--- src/rtl/core/arpc_pkg.sv ---
// ----------------------------------------------------------------------------
// arpc_pkg
// Shared types and constants for the address-resolution cache.
// ----------------------------------------------------------------------------
package arpc_pkg;

    localparam int DEFAULT_ENTRIES = 8;
    localparam int MAX_ENTRIES     = 64;
    localparam int SLOT_W          = $clog2(MAX_ENTRIES);

    localparam int IP_W    = 32;
    localparam int MAC_W   = 48;
    localparam int TIME_W  = 48;
    localparam int CFG_W   = 32;
    localparam int CFG_IDX_W = 2;
    localparam int OUT_SLOT_W = 3;

    localparam logic [CFG_W-1:0] LIFETIME_RST = 32'd60000;
    localparam logic [CFG_W-1:0] RETRY_RST    = 32'd1000;

    // register indexes
    localparam logic [CFG_IDX_W-1:0] CFG_LIFETIME = 2'd0;
    localparam logic [CFG_IDX_W-1:0] CFG_RETRY    = 2'd1;

    // request kinds
    localparam logic REQ_RESOLVE = 1'b0;
    localparam logic REQ_LEARN   = 1'b1;

    typedef struct packed {
        logic              req_type;
        logic [IP_W-1:0]   ip_addr;
        logic [MAC_W-1:0]  mac_addr;
        logic [TIME_W-1:0] now_ms;
    } t_in_req;

    typedef struct packed {
        logic                  hit;
        logic [MAC_W-1:0]      mac_out;
        logic [OUT_SLOT_W-1:0] slot;
        logic                  send_request;
    } t_out_rsp;

    // search state handed from cell to cell; oldest carries one extra bit
    // so the start value sits above every real stamp
    typedef struct packed {
        logic              done;
        logic              hit;
        logic [SLOT_W-1:0] slot;
        logic [MAC_W-1:0]  mac;
        logic [TIME_W:0]   oldest;
    } t_carry;

    typedef struct packed {
        logic              en;
        logic [SLOT_W-1:0] slot;
        logic [IP_W-1:0]   ip;
        logic [MAC_W-1:0]  mac;
        logic [TIME_W-1:0] stamp;
    } t_wr;

endpackage

--- src/rtl/core/arpc_cell.sv ---
// ----------------------------------------------------------------------------
// arpc_cell
// One cache entry plus one stage of the search chain.
// ----------------------------------------------------------------------------
module arpc_cell #(
    parameter int CELL_IDX = 0
) (
    input  logic                           i_clk,
    input  logic                           i_rst_n,
    input  arpc_pkg::t_in_req              i_req,
    input  logic [arpc_pkg::CFG_W-1:0]     i_lifetime,
    input  arpc_pkg::t_carry               i_carry,
    output arpc_pkg::t_carry               o_carry,
    input  arpc_pkg::t_wr                  i_wr
);

    logic                             r_valid;
    logic [arpc_pkg::IP_W-1:0]        r_ip;
    logic [arpc_pkg::MAC_W-1:0]       r_mac;
    logic [arpc_pkg::TIME_W-1:0]      r_stamp;
    arpc_pkg::t_carry                 r_carry;
    arpc_pkg::t_carry                 n_carry;

    logic [arpc_pkg::TIME_W-1:0]      w_age;
    logic [arpc_pkg::TIME_W:0]        w_stamp_eff;
    logic                             w_ip_eq;
    logic                             w_wr_me;

    assign w_age       = i_req.now_ms - r_stamp;
    assign w_ip_eq     = r_valid && (r_ip == i_req.ip_addr);
    assign w_stamp_eff = r_valid ? {1'b0, r_stamp} : '0;
    assign w_wr_me     = i_wr.en && (i_wr.slot == arpc_pkg::SLOT_W'(CELL_IDX));

    always_comb begin
        n_carry = i_carry;
        if (!i_carry.done) begin
            if (i_req.req_type == arpc_pkg::REQ_RESOLVE) begin
                if (w_ip_eq &&
                    (w_age < {{(arpc_pkg::TIME_W-arpc_pkg::CFG_W){1'b0}}, i_lifetime})) begin
                    n_carry.done = 1'b1;
                    n_carry.hit  = 1'b1;
                    n_carry.slot = arpc_pkg::SLOT_W'(CELL_IDX);
                    n_carry.mac  = r_mac;
                end
            end else begin
                if (w_ip_eq) begin
                    n_carry.done = 1'b1;
                    n_carry.slot = arpc_pkg::SLOT_W'(CELL_IDX);
                end else if (w_stamp_eff < i_carry.oldest) begin
                    n_carry.oldest = w_stamp_eff;
                    n_carry.slot   = arpc_pkg::SLOT_W'(CELL_IDX);
                end
            end
        end
    end

    always_ff @(posedge i_clk) begin
        r_carry <= n_carry;
        if (!i_rst_n) begin
            r_valid <= 1'b0;
        end else if (w_wr_me) begin
            r_valid <= 1'b1;
        end
        if (w_wr_me) begin
            r_ip    <= i_wr.ip;
            r_mac   <= i_wr.mac;
            r_stamp <= i_wr.stamp;
        end
    end

    assign o_carry = r_carry;

endmodule

--- src/rtl/core/arp_cache_with_aging_top.sv ---
// ----------------------------------------------------------------------------
// arp_cache_with_aging_top
// Address-resolution cache with entry aging and request rate limiting.
// ----------------------------------------------------------------------------
// Each request is taken in the idle state and ends in a registered
// response. The lookup walks a chain of ENTRIES cells, one cell per cycle.
// Each cell registers the running search result (hit, matching or oldest
// slot, oldest stamp) before handing it on. A finish state then settles
// the response, writes the chosen entry for a learn request and the
// request-throttle record for a sent request, and waits while a stalled
// response still holds the output. The control then returns to idle
// before it takes the next request. A new request is taken once the
// previous one has its response registered, even while that response is
// still stalled at the output. Entry valid bits clear at reset, so no warm-up pass is needed.
module arp_cache_with_aging_top #(
    parameter int ENTRIES = arpc_pkg::DEFAULT_ENTRIES
) (
    input  logic                              i_clk,
    input  logic                              i_rst_n,
    input  logic                              i_cfg_we,
    input  logic [arpc_pkg::CFG_IDX_W-1:0]    i_cfg_idx,
    input  logic [arpc_pkg::CFG_W-1:0]        i_cfg_wdata,
    input  logic                              i_in_valid,
    output logic                              o_in_stall,
    input  arpc_pkg::t_in_req                 i_in_req,
    output logic                              o_out_valid,
    input  logic                              i_out_stall,
    output arpc_pkg::t_out_rsp                o_out_rsp
);

    localparam int IDX_W = (ENTRIES > 1) ? $clog2(ENTRIES) : 1;

    typedef enum logic [1:0] {
        ST_IDLE,
        ST_SCAN,
        ST_FINISH
    } t_state;

    t_state                            r_state;
    logic [IDX_W-1:0]                  r_cnt;
    arpc_pkg::t_in_req                 r_req;
    logic [arpc_pkg::CFG_W-1:0]        r_lifetime;
    logic [arpc_pkg::CFG_W-1:0]        r_retry;
    logic [arpc_pkg::IP_W-1:0]         r_last_ip;
    logic [arpc_pkg::TIME_W-1:0]       r_last_time;
    logic                              r_out_valid;
    arpc_pkg::t_out_rsp                r_out_rsp;

    arpc_pkg::t_carry                  w_carry [ENTRIES+1];
    arpc_pkg::t_carry                  w_res;
    arpc_pkg::t_wr                     w_wr;
    arpc_pkg::t_out_rsp                w_rsp;
    logic                              w_out_free;
    logic                              w_finish;
    logic                              w_throttled;
    logic                              w_send;
    logic [arpc_pkg::TIME_W-1:0]       w_req_age;

    always_comb begin
        w_carry[0]        = '0;
        w_carry[0].oldest = '1;
    end

    for (genvar g = 0; g < ENTRIES; g++) begin : g_cell
        arpc_cell #(
            .CELL_IDX (g)
        ) u_cell (
            .i_clk      (i_clk),
            .i_rst_n    (i_rst_n),
            .i_req      (r_req),
            .i_lifetime (r_lifetime),
            .i_carry    (w_carry[g]),
            .o_carry    (w_carry[g+1]),
            .i_wr       (w_wr)
        );
    end

    assign w_res      = w_carry[ENTRIES];
    assign w_out_free = !r_out_valid || !i_out_stall;
    assign w_finish   = (r_state == ST_FINISH) && w_out_free;

    assign w_req_age   = r_req.now_ms - r_last_time;
    assign w_throttled = (r_last_ip == r_req.ip_addr) && (r_last_time != '0) &&
        (w_req_age < {{(arpc_pkg::TIME_W-arpc_pkg::CFG_W){1'b0}}, r_retry});
    assign w_send = (r_req.req_type == arpc_pkg::REQ_RESOLVE) && !w_res.hit && !w_throttled;

    always_comb begin
        w_wr       = '0;
        w_wr.en    = w_finish && (r_req.req_type == arpc_pkg::REQ_LEARN);
        w_wr.slot  = w_res.slot;
        w_wr.ip    = r_req.ip_addr;
        w_wr.mac   = r_req.mac_addr;
        w_wr.stamp = r_req.now_ms;

        w_rsp = '0;
        if (r_req.req_type == arpc_pkg::REQ_LEARN) begin
            w_rsp.slot = w_res.slot[arpc_pkg::OUT_SLOT_W-1:0];
        end else if (w_res.hit) begin
            w_rsp.hit     = 1'b1;
            w_rsp.mac_out = w_res.mac;
            w_rsp.slot    = w_res.slot[arpc_pkg::OUT_SLOT_W-1:0];
        end else begin
            w_rsp.send_request = w_send;
        end
    end

    always_ff @(posedge i_clk) begin
        if (!i_rst_n) begin
            r_state     <= ST_IDLE;
            r_cnt       <= '0;
            r_lifetime  <= arpc_pkg::LIFETIME_RST;
            r_retry     <= arpc_pkg::RETRY_RST;
            r_last_ip   <= '0;
            r_last_time <= '0;
            r_out_valid <= 1'b0;
        end else begin
            if (i_cfg_we && (i_cfg_idx == arpc_pkg::CFG_LIFETIME)) begin
                r_lifetime <= i_cfg_wdata;
            end
            if (i_cfg_we && (i_cfg_idx == arpc_pkg::CFG_RETRY)) begin
                r_retry <= i_cfg_wdata;
            end
            if (r_out_valid && !i_out_stall && !w_finish) begin
                r_out_valid <= 1'b0;
            end
            unique case (r_state)
                ST_IDLE: begin
                    r_cnt <= '0;
                    if (i_in_valid) begin
                        r_state <= ST_SCAN;
                    end
                end
                ST_SCAN: begin
                    r_cnt <= r_cnt + 1'b1;
                    if (r_cnt == IDX_W'(ENTRIES - 1)) begin
                        r_state <= ST_FINISH;
                    end
                end
                ST_FINISH: begin
                    if (w_out_free) begin
                        r_out_valid <= 1'b1;
                        r_state     <= ST_IDLE;
                        if (w_send) begin
                            r_last_ip   <= r_req.ip_addr;
                            r_last_time <= (r_req.now_ms != '0) ? r_req.now_ms
                                                                : arpc_pkg::TIME_W'(1);
                        end
                    end
                end
                default: r_state <= ST_IDLE;
            endcase
        end
        // payload registers
        if ((r_state == ST_IDLE) && i_in_valid) begin
            r_req <= i_in_req;
        end
        if (w_finish) begin
            r_out_rsp <= w_rsp;
        end
    end

    assign o_in_stall  = (r_state != ST_IDLE);
    assign o_out_valid = r_out_valid;
    assign o_out_rsp   = r_out_rsp;

endmodule
--- config.mk ---
export PLATFORM = sky130hd
export DESIGN_NAME = arp_cache_with_aging_top
export DESIGN_NICKNAME = d
export VERILOG_FILES = /design/src/rtl/core/arpc_pkg.sv /design/src/rtl/core/arpc_cell.sv /design/src/rtl/core/arp_cache_with_aging_top.sv
export SDC_FILE = /design/constraint.sdc
export NUM_CORES = 2
export LEC_CHECK = 0
export BUFFER_PORTS_ARGS = -buffer_cell sky130_fd_sc_hd__buf_2
export CAP_MARGIN = 30
export CORE_ASPECT_RATIO = 0.75
export CORE_UTILIZATION = 30
export CTS_CLUSTER_DIAMETER = 100
export DETAILED_ROUTE_END_ITERATION = 12
export SLEW_MARGIN = 40
export SYNTH_ARGS = -nofsm -noshare
export SYNTH_HDL_FRONTEND = slang
export SYNTH_SLANG_ARGS = --single-unit
--- constraint.sdc ---
create_clock -name i_clk -period 19.5 [get_ports i_clk]
set_input_delay 1.95 -clock i_clk [delete_from_list [all_inputs] [get_ports i_clk]]
set_output_delay 1.95 -clock i_clk [all_outputs]
set_load 0.005 [all_outputs]
---- Word level (Yosys, flattened, before mapping) ----
Index checks and enable logic that the tools add are counted.
cells by class
  equality and inequality tests ........... 23
  multiplexer cells ....................... 104
  bitwise operators ....................... 4
  $add $sub $neg .......................... 10
  reductions and logical operators ........ 54
  magnitude comparators ................... 17
operators by type and width
  operator                count
  $mux W49                21
  $mux W48                16
  $mux W104               7
  $mux W56                8
  $lt A48 B32 Y1          9
  $sub A48 B48 Y48        9
  $lt A49 B49 Y1          7
  $eq A32 B32 Y1          9
  $mux W6                 21
  $reduce_bool A48 Y1     2
  $mux W52                1
  $lt A49 B49 Y1 const B  1
  $logic_and A1 B1 Y1     35
  $eq A6 B3 Y1 const B    4
  $mux W1                 24
  $eq A6 B2 Y1 const B    2
  $eq A6 B1 Y1 const B    1
  $logic_not A6 Y1        1
  $mux W2                 3
  $ne A2 B2 Y1 const B    3
  $pmux W2 S3             1
  $pmux W3 S2             1
  $reduce_and A3 Y1       2
  $reduce_or A2 Y1        3
  other kinds (11)        21
word-level totals
  output and inout port bits .............. 55
  word-level logic and storage cells ...... 297
  register bits after elaboration ......... 2154
  bits of input ports ..................... 168

---- Depth between registers and ports, before layout ----
  word-level depth ........................ 8
  depth in mapped cells ................... 28
  mapped depth without buffers ............ 26

---- Cells and area by module ----
From an unflattened synthesis, not the netlist that was laid out.
unflattened totals
  cell total of the unflattened synthesis .. 11606
  area total of the unflattened synthesis .. 121307.6 sq um
by module, submodules not included
  module                        seq. area each (sq um)  area an instance (sq um)  times used  cells an instance
  arp_cache_with_aging_top      8468.1                  16385.7                   1           1598
  arpc_cell (g_cell[0].u_cell)  5965.7                  13191.4                   1           1330
  arpc_cell (g_cell[5].u_cell)  5965.7                  13180.1                   1           1249
  arpc_cell (g_cell[1].u_cell)  5965.7                  13176.4                   1           1245
  arpc_cell (g_cell[3].u_cell)  5965.7                  13153.9                   1           1244
  arpc_cell (g_cell[2].u_cell)  5965.7                  13146.4                   1           1243
  arpc_cell (g_cell[4].u_cell)  5965.7                  13145.1                   1           1243
  arpc_cell (g_cell[7].u_cell)  5965.7                  12966.2                   1           1227
  arpc_cell (g_cell[6].u_cell)  5965.7                  12962.4                   1           1227

---- Least setup slack after synthesis ----
OpenSTA, ideal clock, no wires.
  path kind ............................... in2reg
  start point ............................. in i_out_stall
  end point ............................... reg g_cell[4].u_cell.r_ip[0] (netlist bit) (enable)
  arrival ................................. 13939 ps
  setup time .............................. 775 ps
  stages on the path ...................... 3
  data required time ...................... 18725 ps
  buffers on the path ..................... 0
  slack ................................... 4786 ps
  cell sequence ........................... a21oi_1 nand3_1 nor3_1
on the way
  cells in the longest elaborated chain, start to end .. 5
RTL lines
  item                          line                            text
  start, declared               arp_cache_with_aging_top.sv:27  input logic i_out_stall,
  $logic_not A1 Y1              arp_cache_with_aging_top.sv:79  assign w_out_free = !r_out_valid || !i_out_stall;
  $logic_or A1 B1 Y1            arp_cache_with_aging_top.sv:79
  $logic_and A1 B1 Y1           arp_cache_with_aging_top.sv:80  assign w_finish = (r_state == ST_FINISH) && w_out_free;
  $logic_and A1 B1 Y1           arp_cache_with_aging_top.sv:89  w_wr.en = w_finish && (r_req.req_type == arpc_pkg::REQ_LEARN);
  $logic_and A1 B1 Y1           arpc_cell.sv:32                 assign w_wr_me = i_wr.en && (i_wr.slot == arpc_pkg::SLOT_W'(CELL_IDX));
  net g_cell[4].u_cell.w_wr_me  arpc_cell.sv:27                 logic w_wr_me;
  end signal, assigned          arpc_cell.sv:65                 r_ip <= i_wr.ip;
  end, declared                 arpc_cell.sv:18                 logic [arpc_pkg::IP_W-1:0] r_ip;
The timed path passes the listed nets, and every way through them passes these cells.
A chain may end at the register's enable or synchronous reset.

==> run summary <==
The share of Yosys cell area claimed by the top area cell type works out to 31.6%. Relative to the synthesized area, the layout overhead comes to 13.0%. The number of cells produced by synthesis came out at 10,800. Mux contribution to synthesized area: 7.26%.

The tools report the type of element launching the critical path as a register. The via count of the first global-routing pass is 77,800. In the synthesized netlist the dominant register cell turns out to be edfxtp_1. STA classifies the critical path endpoint as a register. Post-synthesis area per instance: 10.7 sq um. The H-tree was split into 4 levels.

Number of sinks driven by the clock tree: 2,123. The count of state elements after synthesis is 2,123. The logs give 196 for the standard-cell row count and 218 for the CTS buffer count. The die is 537 microns tall. For the worst setup path, the data required time is 20.28 ns. By count the netlist is led by edfxtp_1 (1,206), ha_1 (1,033), inv_1 (949), dfxtp_1 (917), nand2_1 (860). The largest family of logic cells by synthesized area is compound AO/OA/AOI/OAI gates. Once routing completed, OpenROAD measured the worst setup slack at 12.10 ns.

The die covers 385,000 sq um. Clock latency on the worst-skew pair, taken at its later pin, is 0.90 ns. After clock tree synthesis, the clock-pin slew on the worst setup and hold paths is 0.06 ns. After the first detailed-routing iteration, the DRC count stood at 8,071.

The total area inside the core boundary comes to 380,000 sq um. The net count of the finished layout is 12,200. The number of remaining DRC errors is 0. The worst-case clock buffer depth was 4.

Ranked by total cell area, the synthesized netlist is headed by edfxtp_1 (32%), dfxtp_1 (16%), ha_1 (11%). The slowest stage of the critical path is the a2111oi_0 cell. The buffer type at the clock tree root is clkbuf_16. The run gives 0 as the number of warning messages in the yosys log. After detailed routing, the average wire length per cell comes to 20.8 microns.

The number of max-capacitance violations reported is 0, and the worst slack at placement is 12.11 ns. Half-perimeter wire length after placement: 254,000 microns. Along the worst path, the maximum fanout reaches 28. Final number of max-transition violations: 0. The first detailed-routing pass took 6 iterations.

The worst vdd rail ir drop was 0.0000710 V. The final critical path takes up 37.9% of the cycle. The total of buffers placed on input and output ports came out at 222. The fraction of final layout cells with drive strength greater than 1 works out to 13.1%. The share of the synthesized netlist area taken by xor and xnor gates came out at 4.70%. Setup repair after global routing left no endpoint under its margin.

The logs give 130 for the pin count of the biggest net entering global routing and 0 for the count of final setup violators. The run gives 0 as the count of final hold-check violations. Class of the tightest hold or removal check: register to register. The areal power density over the cells was 78.1 nW/um^2. In this run, distinct cell masters in the synthesized netlist total 92.

The complex-gate fraction of the synthesized area was 12.4%. The flow ran to the end, and the final reports show no timing, DRC or antenna violations. The run gives 496,000 microns as the global-route wire length before repair. In the post-synthesis netlist, the cell with the most instances is edfxtp_1. The async set-reset flop share out of synthesis is 0%, and the number of antenna violations at the first check in global routing is 28.

The die is 716 microns wide. The post-synthesis simple-gate area fraction is 12.1%, and the post-CTS setup-driven buffer insertion count is 0. The leakage power is 52.0 nW, and the transition time at the pin with the least slew margin is 0.935 ns. The worst max-slew margin expressed relative to the limit was 37.0%; the achievable frequency was 135 MHz. For the total length of routed wires, the log shows 338,000 microns.

At the worst endpoint, the arrival time is 8.17 ns. The time the final worst path needs with I/O delays and setup is 7.40 ns, and the number of buffers inserted for hold repair after clock tree synthesis is 0. The number of nets handed over by synthesis was 12,000.

Of the total synthesized cell area, the portion taken by full adders, half adders and majority gates is 11.4%. For the final-layout setup total negative slack, the log shows 0 ns. The congestion estimate from routability-driven global placement came to 0.944. In the routed layout, each cell is associated on average with a via count of 5.07. The number of nets still failing antenna checks after routing is 0. The library cell with the largest summed area after synthesis was edfxtp_1. In this run, synthesis inferred 1,206 flip-flops with an integrated enable. The number of vias in the routed layout is 82,400. Class of the most critical setup path: register to register.

In the global route stage, overall resource usage came out at 17.0%. The post-cts sizing count is 0, and the I/O pin count is 223. TritonCTS built the clock tree.

Of the synthesized area, sequential elements account for 47.6%. Between clock sinks in the finished design, the worst skew comes to 0.0692 ns. The run gives 115,000 sq um as the area of the mapped netlist.

For this run, the slowest stage of the critical path takes 0.68 ns. After global routing the overflow that remains totals 0. The initial utilization of the core area, before any placement, comes to 30.2%.
-- routing by layer --
| metal | vias up | track usage, % | part of all wire, % |
|---|---|---|---|
| met2 | 2782 | 23.3 | 38 |
| met5 | - | 0 | 0.0050 |
| met1 | 39900 | 27.5 | 52 |
| li1 | 39300 | - | - |
| met4 | 2 | 3.08 | 1.9 |
| met3 | 394 | 2.70 | 7.8 |
-- layout by cell type (no fill, tap or decap), drive strengths merged, types with 260 or more instances in the layout --
master | netlist | routed
clkbuf | 299 | 299
nor2 | 389 | 389
buf | 84 | 419
xor2 | 260 | 260
inv | 949 | 951
a21oi | 679 | 679
and2 | 421 | 421
ha | 1033 | 1033
nand2 | 860 | 860
a21o | 368 | 368
dfxtp | 917 | 917
o21ai | 392 | 392
nand4 | 269 | 269
edfxtp | 1206 | 1206
xnor2 | 355 | 355
mux2 | 626 | 626
-- critical path, delay by kind of cell (launching register included) --
family	cells	cell delay (ns)
muxes	1	0.37
adders and majority gates	3	0.90
xor gates and xnor gates	1	0.18
buffers and inverters	4	0.71
and+or+nand+nor	5	1.26
AOI/OAI and AO/OA	12	3.17
DFF	1	0.63
-- cell type report --
type                       count  area (sq um)
fill                       38200        251000
multi-input combinational   7303         55100
sequential                  2123         54600
tap                         5049          6320
clock buffer                 298          6160
inverter                     949          3560
timing repair buffer         420          2750
clock inverter                97           997
antenna                        4          10.0
-- logic make-up (layout without fill, tap and decap cells) --
kind of cell             count (synthesis)  in the layout
AO/OA/AOI/OAI                         2205           2205
XOR/XNOR                               615            615
adder cells (fa/ha/maj)               1042           1042
buffers and inverters                 1332           1764
flip-flops                            2123           2123
multiplexers                           735            735
other                                    0              4
AND/OR/NAND/NOR                       2706           2706
-- stage by stage --
stage	total power [mW]	instances	hold slack (ns)	instance area (sq um)	utilization (%)
after CTS	10.2	16200	0.410	129000	34.1
after global routing	10.5	16200	0.414	130000	34.1
final	10.1	16200	0.407	130000	34.1
after detailed placement	5.96	15800	0.395	122000	32.2
after global placement	5.95	15800	0.389	122000	32.1
after floorplan	5.60	10800	0.386	115000	-
-- report_power, final --
part	total, mW	internal (mW)	switching (mW)
sequential	4.82	4.77	0.0460
combinational	1.06	0.395	0.668
clock	4.23	2.42	1.80
total	10.1	7.59	2.52
-- state kept, by name, summed over array words and instances, names as in the netlist, 3 cells and up --
| register | flops |
|---|---|
| g_cell.u_cell.o_carry | 759 |
| g_cell.u_cell.r_mac | 384 |
| g_cell.u_cell.r_stamp | 384 |
| g_cell.u_cell.r_ip | 256 |
| r_req | 129 |
| o_out_rsp | 53 |
| r_last_time | 48 |
| r_last_ip | 32 |
| r_lifetime | 32 |
| r_retry | 32 |
| g_cell.u_cell.r_valid | 8 |
| r_cnt | 3 |
-- final timing paths --
check	startpoint	to	slack, ns	cells past startpoint
setup / recovery	r_req[0]	g_cell[4].u_cell.o_carry[69]	12.10	26
setup reg to reg	r_req[0]	g_cell[4].u_cell.o_carry[69]	12.10	26
hold / removal	g_cell[0].u_cell.o_carry[103]	g_cell[1].u_cell.o_carry[103]	0.41	1
hold reg to reg	g_cell[0].u_cell.o_carry[103]	g_cell[1].u_cell.o_carry[103]	0.41	1
Note: power is estimated with default switching activity, not from simulation.
